<file path="src/design/awc_pkg.sv">
package awc_pkg;

  localparam int SAMPLE_WIDTH = 24;
  localparam int FRAC_BITS    = 20;
  localparam int WORK_FRAC    = 20;

  // Input alignment into the working format
  localparam int DN = (FRAC_BITS > WORK_FRAC) ? FRAC_BITS - WORK_FRAC : 0;
  localparam int UP = (WORK_FRAC > FRAC_BITS) ? WORK_FRAC - FRAC_BITS : 0;
  localparam int AW = SAMPLE_WIDTH - FRAC_BITS + WORK_FRAC;
  // Output rounding shift: Q(20+12) down to FRAC_BITS
  localparam int OS = WORK_FRAC + 12 - FRAC_BITS;

  localparam int ZW   = WORK_FRAC + 1;
  localparam int QW   = 22;
  localparam int DIVW = 44;
  localparam int DVDW = 64;
  localparam int MW   = ZW + 16;

  localparam longint unsigned WONE        = 64'd1 << WORK_FRAC;
  localparam longint unsigned TWO_THIRDS  = 64'd699051;
  localparam longint unsigned TWO_OVER_PI = 64'd667544;
  localparam longint unsigned HALF_PI     = 64'd1647099;

  localparam logic signed [23:0] AT1 = 24'sd1048435;
  localparam logic signed [23:0] AT3 = 24'sd346344;
  localparam logic signed [23:0] AT5 = 24'sd188892;
  localparam logic signed [23:0] AT7 = 24'sd89268;
  localparam logic signed [23:0] AT9 = 24'sd21847;

  typedef enum logic [1:0] {
    MODE_SOFT  = 2'd0,
    MODE_CUBIC = 2'd1,
    MODE_TANH  = 2'd2,
    MODE_ATAN  = 2'd3
  } mode_t;

  typedef enum logic {
    CFG_MODE = 1'b0,
    CFG_GAIN = 1'b1
  } cfg_idx_t;

  typedef struct packed {
    logic          neg;
    logic          big;
    logic [ZW-1:0] zsm;
    logic [ZW-1:0] ycub;
  } side_t;

  typedef struct packed {
    logic [DIVW-1:0] rem;
    logic [QW-1:0]   low;
    logic [DIVW-1:0] dsr;
    logic [QW-1:0]   quo;
  } div_t;

  // Q20 multiply, truncated toward zero
  function automatic logic signed [23:0] smul_tz(input logic signed [23:0] p,
                                                 input logic [ZW-1:0] m);
    logic [23:0] mag;
    logic [44:0] prod;
    logic [23:0] r;
    mag  = p[23] ? 24'(-p) : 24'(p);
    prod = 45'(mag) * 45'(m);
    r    = 24'(prod >> WORK_FRAC);
    return p[23] ? -$signed(r) : $signed(r);
  endfunction

endpackage

</file>
<file path="src/design/awc_div_cell.sv">
module awc_div_cell import awc_pkg::*; (
  input  logic  clk,
  input  logic  rst_n,
  input  logic  en,
  input  logic  vi,
  input  div_t  div_i,
  input  side_t side_i,
  output logic  vo,
  output div_t  div_o,
  output side_t side_o
);

  logic [DIVW:0] trial;
  logic          ge;
  logic          v_r;
  div_t          div_r;
  side_t         side_r;

  assign trial = {div_i.rem, div_i.low[QW-1]};
  assign ge    = trial >= {1'b0, div_i.dsr};

  always_ff @(posedge clk) begin
    if (!rst_n) begin
      v_r <= 1'b0;
    end else if (en) begin
      v_r <= vi;
    end
  end

  always_ff @(posedge clk) begin
    if (en) begin
      div_r.rem <= ge ? DIVW'(trial - {1'b0, div_i.dsr}) : trial[DIVW-1:0];
      div_r.low <= {div_i.low[QW-2:0], 1'b0};
      div_r.dsr <= div_i.dsr;
      div_r.quo <= {div_i.quo[QW-2:0], ge};
      side_r    <= side_i;
    end
  end

  assign vo     = v_r;
  assign div_o  = div_r;
  assign side_o = side_r;

endmodule

</file>
<file path="config.mk">
export PLATFORM = sky130hd
export DESIGN_NAME = awc_div_cell
export DESIGN_NICKNAME = d
export VERILOG_FILES = /design/src/design/awc_pkg.sv /design/src/design/awc_div_cell.sv
export SDC_FILE = /design/constraint.sdc
export NUM_CORES = 1
export LEC_CHECK = 0
export BUFFER_PORTS_ARGS = -buffer_cell sky130_fd_sc_hd__buf_2
export CAP_MARGIN = 5
export CELL_PAD_IN_SITES_DETAIL_PLACEMENT = 1
export CELL_PAD_IN_SITES_GLOBAL_PLACEMENT = 2
export CORE_ASPECT_RATIO = 0.75
export CORE_MARGIN = 2
export CORE_UTILIZATION = 32
export CTS_CLUSTER_DIAMETER = 120
export DETAILED_ROUTE_END_ITERATION = 10
export GPL_TIMING_DRIVEN = 1
export HOLD_SLACK_MARGIN = 0.03
export PLACE_DENSITY_LB_ADDON = 0.1
export SKIP_CTS_REPAIR_TIMING = 1
export SLEW_MARGIN = 25
export SYNTH_ARGS = -nofsm -noshare
export SYNTH_HDL_FRONTEND = slang
export SYNTH_SLANG_ARGS = --single-unit
</file>
<file path="constraint.sdc">
create_clock -name clk -period 6.2 [get_ports clk]
set_clock_uncertainty 0.05 [all_clocks]
set_input_delay 1.24 -clock clk [delete_from_list [all_inputs] [get_ports clk]]
set_output_delay 1.24 -clock clk [all_outputs]
set_load 0.005 [all_outputs]
</file>
==> results of run 1 <==
==> state kept, by name, summed over array words and instances (netlist names) <==
| register | count |
|---|---|
| div_o | 131 |
| side_o | 44 |
| vo | 1 |
==> Yosys cell counts (all sizes together) (2+ instances only) <==
cell / count / area (um2)
o211ai: 7 / 52.6
nand3: 11 / 55.1
a211oi: 3 / 27.5
o21a: 4 / 30.0
a22o: 2 / 18.8
nor2: 56 / 213
inv: 62 / 233
edfxtp: 175 / 5260
buf: 8 / 63.8
nor2b: 5 / 31.3
nor3: 5 / 25.0
o21ai: 39 / 195
nand4: 3 / 18.8
or2: 2 / 12.5
clkbuf: 6 / 33.8
a2111oi: 3 / 51.3
a21boi: 2 / 18.8
xor2: 20 / 175
a21oi: 78 / 402
nand2b: 7 / 43.8
o21bai: 7 / 52.6
a31oi: 8 / 50.1
nand2: 53 / 199
xnor2: 19 / 166
ha: 44 / 551
a21o: 15 / 115
mux2i: 2 / 20.0
a311oi: 4 / 52.6
and3: 3 / 18.8
nor4: 3 / 18.8
o31ai: 4 / 48.8
o2111ai: 2 / 17.5
==> worst max-delay path: cells and delay by family <==
family	cells	cell delay, ns
buffers and inverters	4	1.02
adder cells (fa/ha/maj)	1	0.36
AND/OR/NAND/NOR	2	0.25
AO/OA/AOI/OAI	7	1.59
==> power breakdown <==
part           internal (mW)  leakage, nW  switching (mW)
Combinational          0.264         2.94           0.363
Clock                  0.567        0.270           0.525
Sequential              1.45         1.72          0.0273
Total                   2.28         4.93           0.916
==> logic make-up after synthesis <==
kind of cell / synth area share, %
multiplexers: 0.413
flip-flops: 62.1
other: 0.0442
buffers and inverters: 4.01
XOR/XNOR: 4.02
adder cells (fa/ha/maj): 6.72
AO/OA/AOI/OAI: 14.7
AND/OR/NAND/NOR: 8.00
==> how the worst max path moves through the flow <==
stage,from,to,slack (ns),cells past startpoint
floorplan,div_i[25],div_o[111],2.46,12
global placement,div_i[25],div_o[130],1.40,14
detailed placement,div_i[26],div_o[130],1.40,14
CTS,div_i[26],div_o[130],1.84,14
global route,div_i[25],div_o[130],1.54,14
finish,div_i[26],div_o[130],1.93,14
==> area by class of cell <==
class / instances / area [um2] / share of cell area, %
sequential: 176 / 5280 / 47.1
clock inverter: 15 / 153 / 1.36
timing repair buffer: 357 / 1820 / 16.2
multi-input combinational: 428 / 2880 / 25.7
inverter: 62 / 233 / 2.08
tap: 344 / 430 / 3.84
clock buffer: 17 / 425 / 3.80
antenna: 1 / 2.50 / 0.0223
==> routing by layer <==
metal	global-route usage [%]	up-vias	part of all wire, %	wire length (um)
li1	-	3226	-	-
met1	27.3	3195	47	12800
met2	30.8	209	44	12200
met3	5.78	31	7.5	2060
met4	4.47	8	1.1	312
met5	0	-	0.15	42
==> metrics by stage <==
stage               cells  setup slack [ns]  util, %
detailed placement   1367              1.40     40.8
CTS                  1399              1.84     43.0
floorplan             681              2.46        -
finish               1400              1.93     43.1
global placement     1367              1.40     40.8
global route         1399              1.54     43.0
==> PnR_summary.wiki, run 1 <==
{| class="wikitable"
! Metric !! Value
|-
| Data required time of the worst path || around 6.4 ns
|-
| Chip Width || ~190 um
|-
| HP Class || register to register
|-
| Cell count after synthesis || 681
|-
| Hold violation total from the final report || 0
|-
| First drt pass iteration count || 4
|-
| Overall track demand over capacity in global routing || between 15 and 20%
|-
| Number of buffers added on ports || between 300 and 400
|-
| Most common cell after layout, fill and taps aside || sky130_fd_sc_hd__buf_2
|-
| Max Transition Viols Final || 0
|-
| Post-detailed-route via-to-cell ratio || between 4 and 5
|-
| Clock period minus worst slack || ~4.3 ns
|-
| Initial antenna violation count || 5
|-
| Layout cells sized above 1 || 38.8%
|-
| Final routed wire length divided by cell count || 19.6 um
|-
| Max stage delay on crit path || 0.48 ns
|-
| Total power density per cell area || between 200 and 300 nW/um2
|-
| Worst reg2reg endpoint || vo
|-
| Data arrival time of the worst path || roughly 4.5 ns
|-
| Async set-or-reset flop fraction in the synthesized netlist || 0%
|-
| Worst Hold Path Cells || 2
|-
| Net count, final || 1,267
|-
| Final weighted congestion of routability-driven global placement || about 0.77
|-
| Clock latency on the worst-skew pair || 0.44 ns
|-
| TritonCTS clock tree || built
|-
| Total non-filler cell area in the finished layout || ~11,000 um2
|-
| I/O pin count || 357
|-
| Layout-stage area growth over the synthesis result || 32.0%
|-
| Post-DRT Antenna Nets || 0
|-
| Standard cell core area || roughly 26,000 um2
|-
| Worst hold start || vo
|-
| Clock sink count || between 150 and 200
|-
| Syn_nets || around 900
|-
| Post-CTS clock slew at the launch and capture registers of the worst setup and hold paths || around 0.080 ns
|-
| Synth Area per Inst || between 10 and 15 um2
|-
| Number of synthesized flops with an enable pin || 175
|-
| Number of fill cells in the layout || just under 3,000
|-
| Via count of the first global-routing pass || about 6,700
|-
| Achievable Freq || 234 MHz
|-
| Reg-to-reg slack, setup || ~5.6 ns
|-
| DRT Wirelength || about 27 mm
|-
| CP Capture Type || register
|-
| Classification of the worst setup path || primary input to register
|-
| Bufs on Longest Clock Path || 2
|-
| Reg-to-reg critical path startpoint || vo
|-
| Outcome || complete, no violations
|-
| Area of the die || roughly 28,000 um2
|-
| Static leakage || ~4.9 nW
|-
| DRT iter0 DRCs || about 310
|-
| Total of endpoints with negative setup slack in the final report || 0
|-
| Number of storage elements in the synthesis netlist || between 150 and 200
|-
| Register area share after synthesis || between 60 and 70%
|-
| Number of CTS-inserted buffers || 17
|-
| First-pass GRT wire length || 41.5 mm
|-
| Setup TNS || 0 ns
|-
| FF-to-FF path depth || 2
|-
| End point of the worst hold path || vo
|-
| Worst hold-check slack || 0.482 ns
|-
| Distinct cell type count of the synthesized netlist || slightly below 70
|-
| Cell area reported after detailed placement || ~11,000 um2
|-
| Share of the cycle needed by the critical path after routing || approximately 70%
|-
| Cell chain of the critical path || buf_2, inv_1, ha_1, nand3_1, o21bai_1, a21oi_1, o221ai_2, a31oi_1, a22o_2, o31ai_4, inv_2, buf_4, nor2_1, a211oi_2
|-
| Top library cells by usage in the layout, fill and taps aside || sky130_fd_sc_hd__buf_2, sky130_fd_sc_hd__edfxtp_1, sky130_fd_sc_hd__a21oi_1, sky130_fd_sc_hd__inv_1, sky130_fd_sc_hd__nor2_1
|-
| Critical Path Source Type || primary input
|-
| Starting Density || about a third
|-
| DRC violation count after routing || 0
|-
| Root cell of the clock tree || sky130_fd_sc_hd__clkbuf_16
|-
| Vias || ~6,700
|-
| PnR Total Power || between 3 and 4 mW
|-
| Maximum level of the CTS H-tree || 4
|-
| RSZ-0062 raised after global routing || false
|-
| CP Max Fanout || 34
|-
| GRT Residual Overflow || 0
|-
| Half-perimeter wire length of the detailed placement result || roughly 22 mm
|-
| Top_reg_cell synth || sky130_fd_sc_hd__edfxtp_1
|-
| Row cnt || roughly 50
|-
| Standard cell with the maximum stage delay on the critical path || sky130_fd_sc_hd__inv_2
|-
| Largest net degree at the start of global routing || 120
|-
| Max-capacitance violation count || 0
|-
| Pin slew with the least headroom to its limit || just under 0.8 ns
|-
| Height of the die || 145 um
|-
| Yosys warning count || 0
|-
| VDD IR max || approximately 0.19 mV
|-
| Max transition margin || 48.5%
|-
| Summed instance area of the synthesized netlist || 8490 um2
|}
(Power assumes the default switching activity.)
==> run 2: changes to the inputs <==
CORE_UTILIZATION = 27   (was 32)
clock period = 3.5 ns   (was 6.2 ns; I/O delays follow)
==> PnR_summary.wiki, run 2 (same netlist as run 1, synthesis figures left out) <==
{| class="wikitable"
! Metric !! Value
|-
| Final weighted congestion of routability-driven global placement || 0.774 (+0.38%)
|-
| CP Capture Type || register
|-
| CP Max Fanout || 3 (-91%)
|-
| Data arrival time of the worst path || 3.36 ns (-1.14 ns)
|-
| Number of CTS-inserted buffers || 17 (unchanged)
|-
| Starting Density || 27.3% (-5.3 points)
|-
| Max-capacitance violation count || 0 (unchanged)
|-
| Bufs on Longest Clock Path || 2 (unchanged)
|-
| Post-DRT Antenna Nets || 0 (unchanged)
|-
| Clock latency on the worst-skew pair || 0.45 ns (about the same)
|-
| Outcome || complete, no violations
|-
| Critical Path Source Type || primary input
|-
| I/O pin count || 357 (unchanged)
|-
| Max transition margin || 56.2% (+7.6 points)
|-
| Crit path setup slack, layout || 0.300 ns (-1.63 ns)
|-
| Overall track demand over capacity in global routing || 17.7% (-2.1 points)
|-
| Achievable Freq || ~310 MHz
|-
| DRC violation count after routing || 0 (unchanged)
|-
| First-pass GRT wire length || 43.1 mm (+3.9%)
|-
| Cell area reported after detailed placement || 11,500 um2 (+7.8%)
|-
| Chip Width || 209 um (+8.7%)
|-
| Total non-filler cell area in the finished layout || 12,100 um2 (+7.6%)
|-
| Final routed wire length divided by cell count || 18.7 um (-4.8%)
|-
| Layout-stage area growth over the synthesis result || 42.0%
|-
| GRT Residual Overflow || 0 (unchanged)
|-
| Classification of the worst setup path || primary input to register
|-
| Top library cells by usage in the layout, fill and taps aside || sky130_fd_sc_hd__buf_2, sky130_fd_sc_hd__edfxtp_1, sky130_fd_sc_hd__buf_4, sky130_fd_sc_hd__a21oi_1, sky130_fd_sc_hd__inv_1
|-
| Data required time of the worst path || 3.66 ns (-2.77 ns)
|-
| Pin slew with the least headroom to its limit || 0.658 ns (-0.114 ns)
|-
| Clock period minus worst slack || 3.20 ns
|-
| HP Class || primary input to register
|-
| TritonCTS clock tree || built
|-
| Final core occ || 38.8% (-4.3 points)
|-
| Total of endpoints with negative setup slack in the final report || 0 (unchanged)
|-
| Max Transition Viols Final || 0 (unchanged)
|-
| Register cell area after layout || 5280 um2 (unchanged)
|-
| Number of fill cells in the layout || 3,495 (+20%)
|-
| DRT iter0 DRCs || 282 (-9.9%)
|-
| Root cell of the clock tree || sky130_fd_sc_hd__clkbuf_16
|-
| Worst slack at placement || -0.262 ns (-1.67 ns)
|-
| Post-detailed-route via-to-cell ratio || 4.46 (-6.3%)
|-
| Share of the cycle needed by the critical path after routing || 91.4%
|-
| Most common cell after layout, fill and taps aside || sky130_fd_sc_hd__buf_2
|-
| Half-perimeter wire length of the detailed placement result || 23.5 mm (+9.2%)
|-
| Area of the multi-input gates || 2880 um2 (unchanged)
|-
| RSZ-0062 raised after global routing || false
|-
| Hold violation total from the final report || 0 (unchanged)
|-
| Max FFs per register || 131 (unchanged)
|-
| Largest net degree at the start of global routing || 72 (-40%)
|-
| Standard cell core area || 31,100 um2 (+19%)
|-
| First drt pass iteration count || 6 (+2)
|-
| Static leakage || 5.42 nW (+10%)
|-
| DRT Wirelength || 29.1 mm (+5.9%)
|-
| Initial antenna violation count || 5 (unchanged)
|-
| Vias || 6,947 (+4.2%)
|-
| Net count, final || 1,362 (+7.5%)
|-
| Post-CTS clock slew at the launch and capture registers of the worst setup and hold paths || 0.08 ns (about the same)
|-
| Maximum level of the CTS H-tree || 4 (unchanged)
|-
| Total power density per cell area || 488 nW/um2 (+71%)
|-
| Height of the die || 158 um (+8.6%)
|-
| Area of the die || 32,900 um2 (+18%)
|-
| Layout cells sized above 1 || 43.9% (+5.1 points)
|-
| Clock sink count || 176 (unchanged)
|-
| VDD IR max || 0.322 mV (+68%)
|-
| Number of buffers added on ports || 354 (unchanged)
|-
| Via count of the first global-routing pass || 7,094 (+5.7%)
|-
| Row cnt || 56 (+9.8%)
|}
-- run 2: cell count changes in the layout (fill, tap and decap cells not counted), sizes merged --
cell / before / now
buf: 356 / 451
clkinvlp: 4 / 1
inv: 68 / 70
clkbuf: 18 / 19
-- run 2: metal layers --
layer | global-route usage [%] | vias up | wire (um)
met1 | 23.7 | 3303 | 13600
met3 | 5.10 | 27 | 1690
met4 | 5.03 | 8 | 353
met5 | 0 | - | 55
met2 | 28.1 | 191 | 13300
li1 | - | 3418 | -
-- run 2: per-stage QoR --
stage          cells  TNS, ns  power, mW  hold WS, ns
3_5_place_dp    1524    -3.68       3.97        0.469
5_1_grt         1557        0       6.22        0.335
3_3_place_gp    1524    -1.59       3.95        0.451
4_1_cts         1556        0       6.01        0.332
2_1_floorplan    681        0       3.26        0.457
6_report        1557        0       5.89        0.366
-- run 2: final cells by class --
type | count | area share (%)
Sequential cell | 176 | 43.7
Multi-Input combinational cell | 428 | 23.8
Timing Repair Buffer | 452 | 21.3
Tap cell | 406 | 4.21
Clock buffer | 18 | 3.56
Inverter | 62 | 1.93
Clock inverter | 14 | 1.41
Antenna cell | 1 | 0.0208
-- run 2: report_power, final --
group	switching (mW)	internal (mW)	total, mW
sequential	0.0492	2.57	2.62
combinational	0.683	0.592	1.28
clock	0.963	1.03	1.99
total	1.70	4.19	5.89
-- run 2: worst max-delay path, stage by stage --
cell,delay (ns)
sky130_fd_sc_hd__buf_2,0.17
sky130_fd_sc_hd__inv_1,0.07
sky130_fd_sc_hd__ha_1,0.31
sky130_fd_sc_hd__nor2b_1,0.15
sky130_fd_sc_hd__o21bai_1,0.21
sky130_fd_sc_hd__a21boi_0,0.19
sky130_fd_sc_hd__or4b_1,0.57
sky130_fd_sc_hd__nand3_1,0.16
sky130_fd_sc_hd__a21oi_1,0.17
sky130_fd_sc_hd__a311oi_1,0.34
sky130_fd_sc_hd__xor2_1,0.22
sky130_fd_sc_hd__a21oi_1,0.10
-- run 2: path summary, 6_finish.rpt --
check	start	endpoint	slack [ns]	cells past startpoint
setup / recovery	div_i[23]	div_o[127]	0.30	12
hold / removal	side_i[14]	side_o[14]	0.37	1
hold reg to reg	vo	vo	0.47	2
setup reg to reg	vo	vo	2.85	2
==> run 3: changes to the inputs <==
CAP_MARGIN = 10   (was 5)
CORE_ASPECT_RATIO = 0.5   (was 0.75)
==> PnR_summary.wiki, run 3 (same netlist as run 1, synthesis figures left out) <==
{| class="wikitable"
! Metric !! Value
|-
| Max FFs per register || 131 (unchanged)
|-
| Total power density per cell area || 481 nW/um2 (-1.5%)
|-
| Starting Density || 27.7% (+0.43 points)
|-
| Outcome || complete, no violations
|-
| I/O pin count || 357 (unchanged)
|-
| Root cell of the clock tree || sky130_fd_sc_hd__clkbuf_16
|-
| Post-CTS clock slew at the launch and capture registers of the worst setup and hold paths || 0.08 ns (about the same)
|-
| Layout cells sized above 1 || 44.1% (+0.15 points)
|-
| Clock sink count || 176 (unchanged)
|-
| CP Max Fanout || 3 (unchanged)
|-
| Critical Path Source Type || primary input
|-
| Area of the die || 33,000 um2 (+0.22%)
|-
| HP Class || primary input to register
|-
| Standard cell core area || 30,600 um2 (-1.5%)
|-
| Chip Width || 255 um (+22%)
|-
| Cell area reported after detailed placement || 11,500 um2 (+0.45%)
|-
| CP Capture Type || register
|-
| Overall track demand over capacity in global routing || 16.6% (-1.1 points)
|-
| Share of the cycle needed by the critical path after routing || 95.3% (+3.9 points)
|-
| Clock power share || 33.0% (-0.8 points)
|-
| Crit path setup slack, layout || 0.164 ns (-0.136 ns)
|-
| Final routed wire length divided by cell count || 17.6 um (-5.8%)
|-
| Max transition margin || 54.5% (-1.6 points)
|-
| FF-to-FF path depth || 2 (unchanged)
|-
| Total of endpoints with negative setup slack in the final report || 0 (unchanged)
|-
| Pint || 4.18 mW (-0.25%)
|-
| RSZ-0062 raised after global routing || false
|-
| First-pass GRT wire length || 41.0 mm (-5.1%)
|-
| GRT Residual Overflow || 0 (unchanged)
|-
| TritonCTS clock tree || built
|-
| Register cell area after layout || 5280 um2 (unchanged)
|-
| Bufs on Longest Clock Path || 2 (unchanged)
|-
| Row cnt || 45 (-20%)
|-
| Share of total power consumed by net switching || 28.1% (-0.71 points)
|-
| Total non-filler cell area in the finished layout || 12,100 um2 (+0.26%)
|-
| Top library cells by usage in the layout, fill and taps aside || sky130_fd_sc_hd__buf_2, sky130_fd_sc_hd__edfxtp_1, sky130_fd_sc_hd__buf_4, sky130_fd_sc_hd__a21oi_1, sky130_fd_sc_hd__inv_1
|-
| Clock period minus worst slack || 3.34 ns (+0.136 ns)
|-
| Most common cell after layout, fill and taps aside || sky130_fd_sc_hd__buf_2
|-
| Maximum level of the CTS H-tree || 4 (unchanged)
|-
| Worst hold-check slack || 0.371 ns (+0.00512 ns)
|-
| Number of CTS-inserted buffers || 17 (unchanged)
|-
| Worst Hold Path Cells || 1 (unchanged)
|-
| Classification of the worst setup path || primary input to register
|-
| DRT Wirelength || 27.8 mm (-4.5%)
|-
| Setup TNS || 0 ns (unchanged)
|-
| Largest net degree at the start of global routing || 60 (-17%)
|-
| Initial antenna violation count || 4 (-1)
|-
| Cell Count, Final, Fillers Out || 1,579 (+1.4%)
|-
| DRC violation count after routing || 0 (unchanged)
|-
| Combinational cell fraction of total power || 21.9% (+0.2 points)
|-
| Height of the die || 129 um (-18%)
|-
| Power dissipated by switching net loads || 1.63 mW (-3.7%)
|-
| Post-DRT Antenna Nets || 0 (unchanged)
|-
| Pin slew with the least headroom to its limit || 0.675 ns (+0.0171 ns)
|-
| Net count, final || 1,366 (+0.29%)
|-
| Portion of total power attributed to sequential cells || 45.1% (+0.5 points)
|-
| DRT iter0 DRCs || 284 (+0.71%)
|-
| DP Cell Count || 1,545 (+1.4%)
|-
| Number of buffers added on ports || 354 (unchanged)
|-
| Static leakage || 5.43 nW (+0.19%)
|-
| Hold violation total from the final report || 0 (unchanged)
|-
| Half-perimeter wire length of the detailed placement result || 22.5 mm (-4.3%)
|-
| Number of fill cells in the layout || 3,509 (+0.40%)
|-
| Max Transition Viols Final || 0 (unchanged)
|-
| Worst slack at placement || -0.266 ns (-0.00391 ns)
|-
| Data arrival time of the worst path || 3.49 ns (+0.13 ns)
|-
| Post-detailed-route via-to-cell ratio || 4.43 (-0.66%)
|-
| Via count of the first global-routing pass || 7,259 (+2.3%)
|-
| Data required time of the worst path || 3.65 ns (about the same)
|-
| Achievable Freq || 300 MHz (-4.1%)
|-
| Final weighted congestion of routability-driven global placement || 0.790 (+2.2%)
|-
| Area of the multi-input gates || 2880 um2 (unchanged)
|-
| Layout-stage area growth over the synthesis result || 42.4%
|-
| Vias || 6,999 (+0.75%)
|-
| First drt pass iteration count || 4 (-2)
|-
| Clock latency on the worst-skew pair || 0.44 ns (about the same)
|-
| VDD IR max || 0.361 mV (+12%)
|-
| Max-capacitance violation count || 0 (unchanged)
|}
==> run 3: cell types whose count changed in the layout (fill, tap and decap cells not counted) <==
cell	delta
sky130_fd_sc_hd__clkinv_4	-2
sky130_fd_sc_hd__clkinv_2	+1
sky130_fd_sc_hd__inv_8	-2
sky130_fd_sc_hd__inv_6	+3
sky130_fd_sc_hd__diode_2	+2
sky130_fd_sc_hd__clkinv_8	-1
sky130_fd_sc_hd__buf_4	+4
==> run 3: layout make-up <==
type	instances	share of cell area [%]
antenna	3	0.0621
sequential	176	43.6
clock buffer	18	3.55
inverter	62	1.92
multi-input combinational	428	23.8
clock inverter	13	1.20
tap	423	4.38
timing repair buffer	456	21.5
==> run 3: worst paths after layout <==
path	slack [ns]	to	startpoint
setup / recovery	0.16	div_o[127]	div_i[44]
hold / removal	0.37	side_o[20]	side_i[20]
setup reg to reg	2.86	vo	vo
hold reg to reg	0.47	vo	vo
==> run 3: critical path, stage by stage <==
cell and delay [ns]:
sky130_fd_sc_hd__buf_2 0.09, sky130_fd_sc_hd__inv_1 0.04, sky130_fd_sc_hd__ha_1 0.31, sky130_fd_sc_hd__a21oi_1 0.25
sky130_fd_sc_hd__o21ai_0 0.23, sky130_fd_sc_hd__nor2_1 0.25, sky130_fd_sc_hd__or4b_1 0.59, sky130_fd_sc_hd__nand3_1 0.18
sky130_fd_sc_hd__a21oi_1 0.16, sky130_fd_sc_hd__a311oi_1 0.42, sky130_fd_sc_hd__xor2_1 0.18, sky130_fd_sc_hd__a21oi_1 0.08
==> run 3: power groups by stage <==
stage | clock, mW | sequential [mW] | combinational, mW
6_report | 1.92 | 2.62 | 1.27
5_1_grt | 2.07 | 2.64 | 1.42
4_1_cts | 1.99 | 2.63 | 1.30
3_5_place_dp | 0 | 2.67 | 1.29
3_3_place_gp | 0 | 2.67 | 1.28
2_1_floorplan | 0 | 2.71 | 0.550
==> run 3: routing by layer <==
metal	global-route usage (%)	routed length, um	up-vias
met1	21.0	12200	3414
met3	5.00	1660	16
met4	3.61	209	2
met5	0	12	-
li1	-	-	3423
met2	28.2	13700	144
==> run 3: through the flow <==
stage                     power, mW  util [%]
final                          5.81      39.5
after global routing           6.13      39.4
after CTS                      5.92      39.4
after detailed placement       3.97      37.6
after global placement         3.94      37.6
after floorplan                3.26         -
